**src/hdl/sobel_edge_magnitude_rgb_unit_assert.svh**
```systemverilog
// Assertion macros for the Sobel edge unit
`ifndef SOBEL_EDGE_MAGNITUDE_RGB_UNIT_ASSERT_SVH
`define SOBEL_EDGE_MAGNITUDE_RGB_UNIT_ASSERT_SVH
// implication check under reset
`define SEM_ASSERT_IMP(label, ante, cons) \
	label: assert property (@(posedge clk) disable iff (!arst_n) (ante) |-> (cons)) \
		else $error("sem: check failed");
// next-cycle implication check under reset
`define SEM_ASSERT_NXT(label, ante, cons) \
	label: assert property (@(posedge clk) disable iff (!arst_n) (ante) |=> (cons)) \
		else $error("sem: check failed");
`endif

```
**src/hdl/sem_pkg.sv**
```systemverilog
// ----------------------------------------------------------------------------
// sem_pkg
// Shared constants and the square-root step used by the filter.
// ----------------------------------------------------------------------------
package sem_pkg;
	localparam int DEF_MAX_WIDTH = 1024;
	localparam int MAX_HEIGHT    = 4096;
	localparam logic [10:0] RST_WIDTH  = 11'd640;
	localparam logic [12:0] RST_HEIGHT = 13'd480;
	localparam logic [0:0] REG_WIDTH  = 1'b0;
	localparam logic [0:0] REG_HEIGHT = 1'b1;
	// byte addresses on the APB port
	localparam logic [2:0] ADDR_WIDTH  = 3'd0;
	localparam logic [2:0] ADDR_HEIGHT = 3'd4;

	// control for one pixel going into the filter stage
	typedef struct packed {
		logic valid;
		logic up;
		logic down;
		logic left;
		logic right;
		logic last;
	} win_ctl_t;

	// four digits of a restoring square root: takes two bits of the
	// radicand per digit, returns {remainder, partial root}
	function automatic logic [18:0] sqrt_steps(input logic [10:0] rem_in,
		input logic [7:0] root_in, input logic [7:0] pairs);
		logic [10:0] rem;
		logic [7:0]  root;
		logic [10:0] trial;
		begin
			rem = rem_in;
			root = root_in;
			for (int i = 3; i >= 0; i--) begin
				rem = {rem[8:0], pairs[2*i +: 2]};
				trial = {1'b0, root, 2'b01};
				if (rem >= trial) begin
					rem = rem - trial;
					root = {root[6:0], 1'b1};
				end else begin
					root = {root[6:0], 1'b0};
				end
			end
			sqrt_steps = {rem, root};
		end
	endfunction
endpackage

```
**src/hdl/sem_filter.sv**
```systemverilog
// ----------------------------------------------------------------------------
// sem_filter
// Masked Sobel gradients per channel, squares, then rounded magnitude.
// ----------------------------------------------------------------------------
module sem_filter import sem_pkg::*; (
	input  logic         clk,
	input  logic         arst_n,
	input  logic         in_valid,
	input  logic [215:0] win,
	input  win_ctl_t     ctl,
	output logic         out_valid,
	output logic         busy,
	output logic [23:0]  mag,
	output logic         out_last
);
	logic [7:0]  p [3][3][3];
	logic signed [11:0] gx [3];
	logic signed [11:0] gy [3];
	logic [21:0] gx_w [3];
	logic [21:0] gy_w [3];
	logic [21:0] sq [3];
	logic [20:0] sq_s1 [3];
	logic [18:0] hi [3];
	logic [18:0] lo [3];
	logic [8:0]  rnd [3];
	logic [10:0] rem_s2 [3];
	logic [7:0]  root_s2 [3];
	logic [7:0]  low_s2 [3];
	logic        sat_s2 [3];
	logic        v_s1, last_s1;
	logic        v_s2, last_s2;

	assign busy = v_s1 || v_s2;

	always_comb begin
		for (int i = 0; i < 3; i++)
			for (int j = 0; j < 3; j++)
				for (int k = 0; k < 3; k++)
					p[k][i][j] = ((i != 0 || ctl.up) && (i != 2 || ctl.down) &&
						(j != 0 || ctl.left) && (j != 2 || ctl.right)) ?
						win[(i*3+j)*24 + (2-k)*8 +: 8] : 8'd0;
		for (int k = 0; k < 3; k++) begin
			gx[k] = 12'(p[k][0][2]) - 12'(p[k][0][0]) + 12'({p[k][1][2], 1'b0})
				- 12'({p[k][1][0], 1'b0}) + 12'(p[k][2][2]) - 12'(p[k][2][0]);
			gy[k] = 12'(p[k][2][0]) - 12'(p[k][0][0]) + 12'({p[k][2][1], 1'b0})
				- 12'({p[k][0][1], 1'b0}) + 12'(p[k][2][2]) - 12'(p[k][0][2]);
			gx_w[k] = {{10{gx[k][11]}}, gx[k]};
			gy_w[k] = {{10{gy[k][11]}}, gy[k]};
			// sum of squares is at most 2*1020^2, under 2^21
			sq[k] = gx_w[k] * gx_w[k] + gy_w[k] * gy_w[k];
			// upper four root digits from bits 15:8, lower four from bits 7:0
			hi[k] = sqrt_steps(11'd0, 8'd0, sq_s1[k][15:8]);
			lo[k] = sqrt_steps(rem_s2[k], root_s2[k], low_s2[k]);
			// round up when s - root^2 > root
			rnd[k] = (lo[k][18:8] > {3'd0, lo[k][7:0]}) ? {1'b0, lo[k][7:0]} + 9'd1 :
				{1'b0, lo[k][7:0]};
		end
	end

	always_ff @(posedge clk or negedge arst_n) begin
		if (!arst_n) begin
			v_s1 <= 1'b0;
			v_s2 <= 1'b0;
			out_valid <= 1'b0;
		end else begin
			v_s1 <= in_valid && ctl.valid;
			v_s2 <= v_s1;
			out_valid <= v_s2;
		end
	end

	always_ff @(posedge clk) begin
		last_s1 <= ctl.last;
		last_s2 <= last_s1;
		out_last <= last_s2;
		for (int k = 0; k < 3; k++) begin
			sq_s1[k] <= sq[k][20:0];
			rem_s2[k] <= hi[k][18:8];
			root_s2[k] <= hi[k][7:0];
			low_s2[k] <= sq_s1[k][7:0];
			sat_s2[k] <= |sq_s1[k][20:16];
			mag[(2-k)*8 +: 8] <= (sat_s2[k] || rnd[k][8]) ? 8'd255 : rnd[k][7:0];
		end
	end
endmodule

```
**config.mk**
```make
export PLATFORM = sky130hd
export DESIGN_NAME = sem_filter
export DESIGN_NICKNAME = d
export VERILOG_FILES = /design/src/hdl/sobel_edge_magnitude_rgb_unit_assert.svh /design/src/hdl/sem_pkg.sv /design/src/hdl/sem_filter.sv
export SDC_FILE = /design/constraint.sdc
export NUM_CORES = 2
export LEC_CHECK = 0
export BUFFER_PORTS_ARGS = -buffer_cell sky130_fd_sc_hd__buf_2
export CORE_MARGIN = 5
export CORE_UTILIZATION = 50
export CTS_BUF_LIST = sky130_fd_sc_hd__clkbuf_8
export DETAILED_ROUTE_END_ITERATION = 10
export PLACE_DENSITY = 0.68
export SETUP_SLACK_MARGIN = 0.15
export SKIP_LAST_GASP = 1
export SLEW_MARGIN = 20
export SYNTH_ARGS = -nofsm -noshare
export SYNTH_HDL_FRONTEND = slang
export SYNTH_SLANG_ARGS = --single-unit
```
**constraint.sdc**
```tcl
create_clock -name clk -period 9.8 [get_ports clk]
set_clock_uncertainty 0.15 [all_clocks]
set_input_delay 0.49 -clock clk [delete_from_list [all_inputs] [get_ports clk]]
set_output_delay 0.49 -clock clk [all_outputs]
set_load 0.005 [all_outputs]
```
==> metrics.yaml <==
die:
  ioPinCount: 252
  start_util_pct: 50.5
  core_mm2: 0.0919
  die_area_mm2: 0.0991
  die_width_um: 315
  rows: 111
  die_h_um: 315
detailed_routing:
  viasPerCell: 5.06
  vias: 38700
  drtPass1Iterations: 6
  wirelength_um: 132000
  wl_per_cell_um: 17.2
  drtIter0Drc: 2356
  ant_nets: 0
  drc: 0
place:
  gp_congestion: 1.00
  io_buffer_count: 227
  hpwl_um: 116000
  post_dp_cell_area_mm2: 0.0558
timing:
  slew_headroom_pct: 44.4
  max_freq_mhz: 103
  rsz0062_at_grt: "yes"
  tightest_slew_ps: 824
  fin_crit_sh_pct: 98.9
  drv_slew: 0
  setup_tns_ps: 0
  setup_violations: 0
  hold_violations: 0
  period_minus_slack_ps: 9700
clock_tree:
  path_clk_slew_ps: 100
  clk_latency_ps: 530
  clockBufferDepth: 2
  htreeDepth: 4
  clock-sinks: 159
  cts_tree: "built"
  cts_buffers: 17
  cts-root-buf: "clkbuf_8"
synthesis:
  synth_area_mm2: 0.0465
  synthFlopType: "dfxtp_1"
  synthArstFlopShare_pct: 1.89
  synth-warning-count: 0
  syn_inst: 5276
  synth_area_per_cell_um2: 8.81
  ys_seq_elements: 159
  synth_top_area_share_pct: 37.9
  syn_nets: 6925
  synth.largest_area_cell: "fa_1"
  ys_seq_area_share_pct: 6.88
  yosysUniqueCellTypes: 91
  synth_edf_count: 0
  synth_area_leaders: "fa_1 (38%), ha_1 (15%), inv_1 (11%)"
final_layout:
  area_growth_pct: 27.4
  seq_area_mm2: 0.00321
  multiInputGateArea_mm2: 0.0404
  final_nets: 8029
  final_cell_area_mm2: 0.0592
  fill_cells: 7620
  drive_gt1_share_pct: 26.7
global_route:
  grt_pass1_vias: 40900
  grt_max_degree: 19
  gr-usage-all-layers_pct: 26.5
  grt_pass1_wl_um: 209000
  antenna_found_initial: 11
  overflow: 0
run_status:
  outcome: "completed"
setup_path:
  reg2regPathDepth: 46
  crit_cells: 45
  cp.arrival_ps: 10000
  critPathBufInv: 12
  worstPathRequired_ps: 10100
  start_kind: "input pin"
  cpMaxStageDelayCell: "fa_1"
  cpMostUsedCell: "fa_1"
  crit_fanout: 6
  end_kind: "register"
  crit_path_max_incr_delay_ps: 570
  path_class: "input pin to register"
  cp_top_family: "adder cells"
run:
  maxCapViolations: 0
min_path:
  hold_path.class: "input pin to async pin"
-- sequential cells by signal, indices dropped and copies added, names as in the netlist, 3 cells and up --
register  flops
mag          24
root_s2      12
rem_s2       27
low_s2       24
sat_s2        3
sq_s1        63
-- logic make-up after synthesis --
logic type,count (synthesis),synth area share [%]
AND/OR/NAND/NOR,1200,12.2
flip-flops,159,6.88
XOR/XNOR,343,6.49
buffers and inverters,1441,11.7
AO/OA/AOI/OAI,668,9.23
adder cells (fa/ha/maj),1424,52.5
multiplexers,41,0.937
-- final timing paths --
kind | start | endpoint | slack (ps)
setup reg to reg | root_s2[0][3] | mag[20] | 470
hold reg to reg | sq_s1[0][44] | low_s2[0][18] | 170
max in group asynchronous | arst_n | out_valid | 9270
hold / removal | arst_n | v_s1 | 130
setup / recovery | ctl[2] | sq_s1[0][40] | 100
min in group clk | sq_s1[0][44] | low_s2[0][18] | 170
-- cells in the mapped netlist (all sizes together), types with 9 or more instances --
master / n
nand2b: 48
clkbuf: 75
o21bai: 87
o31ai: 13
a211oi: 10
nand2: 380
mux2i: 24
inv: 1336
a21oi: 263
xor2: 83
o21a: 17
clkinv: 21
xnor2: 259
nor2b: 42
mux2: 17
a31oi: 18
a21o: 64
nand3: 43
dfxtp: 156
or3: 9
o21ai: 94
buf: 9
and3: 49
nor3: 50
nor4: 12
fa: 879
and2: 142
or2: 26
nand4: 23
o211ai: 18
ha: 545
nor2: 337
-- worst register-to-register path, delay by kind of cell, from the launching register on --
family,cells,cell delay (ps)
muxes,6,1470
DFF,1,360
AOI/OAI and AO/OA,15,2600
buffers and inverters,8,1020
adders and majority gates,5,1410
and+or+nand+nor,12,2220
-- cells in the final DEF (no fill, tap or decap), types with 20 or more instances in the layout --
cell and n:
a21o_1 64, a21oi_1 143, a21oi_2 104, and2_1 129
and3_1 38, buf_2 225, buf_4 897, buf_6 24
clkbuf_8 21, dfxtp_1 146, fa_1 861, ha_1 478
ha_4 60, inv_1 1285, inv_2 49, mux2i_1 21
nand2_1 360, nand2b_1 46, nand3_1 36, nand4_1 23
nor2_1 309, nor2_2 22, nor2b_1 34, nor3_1 44
o21ai_0 66, o21bai_1 73, or2_2 21, xnor2_1 232
xnor2_2 20, xor2_1 77
-- stage by stage --
step | std cells | utilization [%] | worst slack (ps) | hold slack [ps]
floorplan | 5276 | - | 14.5 | 44.4
global placement | 7486 | 60.7 | -635 | 135
detailed placement | 7486 | 60.7 | -787 | 138
CTS | 7556 | 61.9 | 126 | 83.1
global route | 7637 | 64.4 | -235 | 90.0
finish | 7645 | 64.4 | 103 | 128
-- routing by layer --
layer / wire length [µm] / global-route usage (%) / share of wire [%]
met5: 37 / 0 / 0.028
met4: 2870 / 5.38 / 2.2
met3: 11400 / 6.86 / 8.6
met2: 61200 / 43.7 / 46
met1: 56200 / 35.6 / 43
-- layout make-up --
| class | count | share of cell area, % |
|---|---|---|
| Multi-Input combinational cell | 3677 | 68.2 |
| Tap cell | 1243 | 2.63 |
| Clock buffer | 21 | 0.488 |
| Timing Repair Buffer | 1168 | 14.4 |
| Antenna cell | 9 | 0.0381 |
| Inverter | 1357 | 8.63 |
| Clock inverter | 11 | 0.169 |
| Sequential cell | 159 | 5.42 |
-- repair_timing --
item                                    in CTS  in global routing
resized for setup                           87                358
endpoints found under the setup margin      37                 44
hold endpoints to repair                     5                  0
cloned                                       0                  7
pin swaps                                   66                211
hold buffers                                 4                  0
buffers inserted                            34                 73
Power is left out: the tool's default activity adds up to more than one toggle a clock period on the data nets, which glitch-free logic cannot reach.
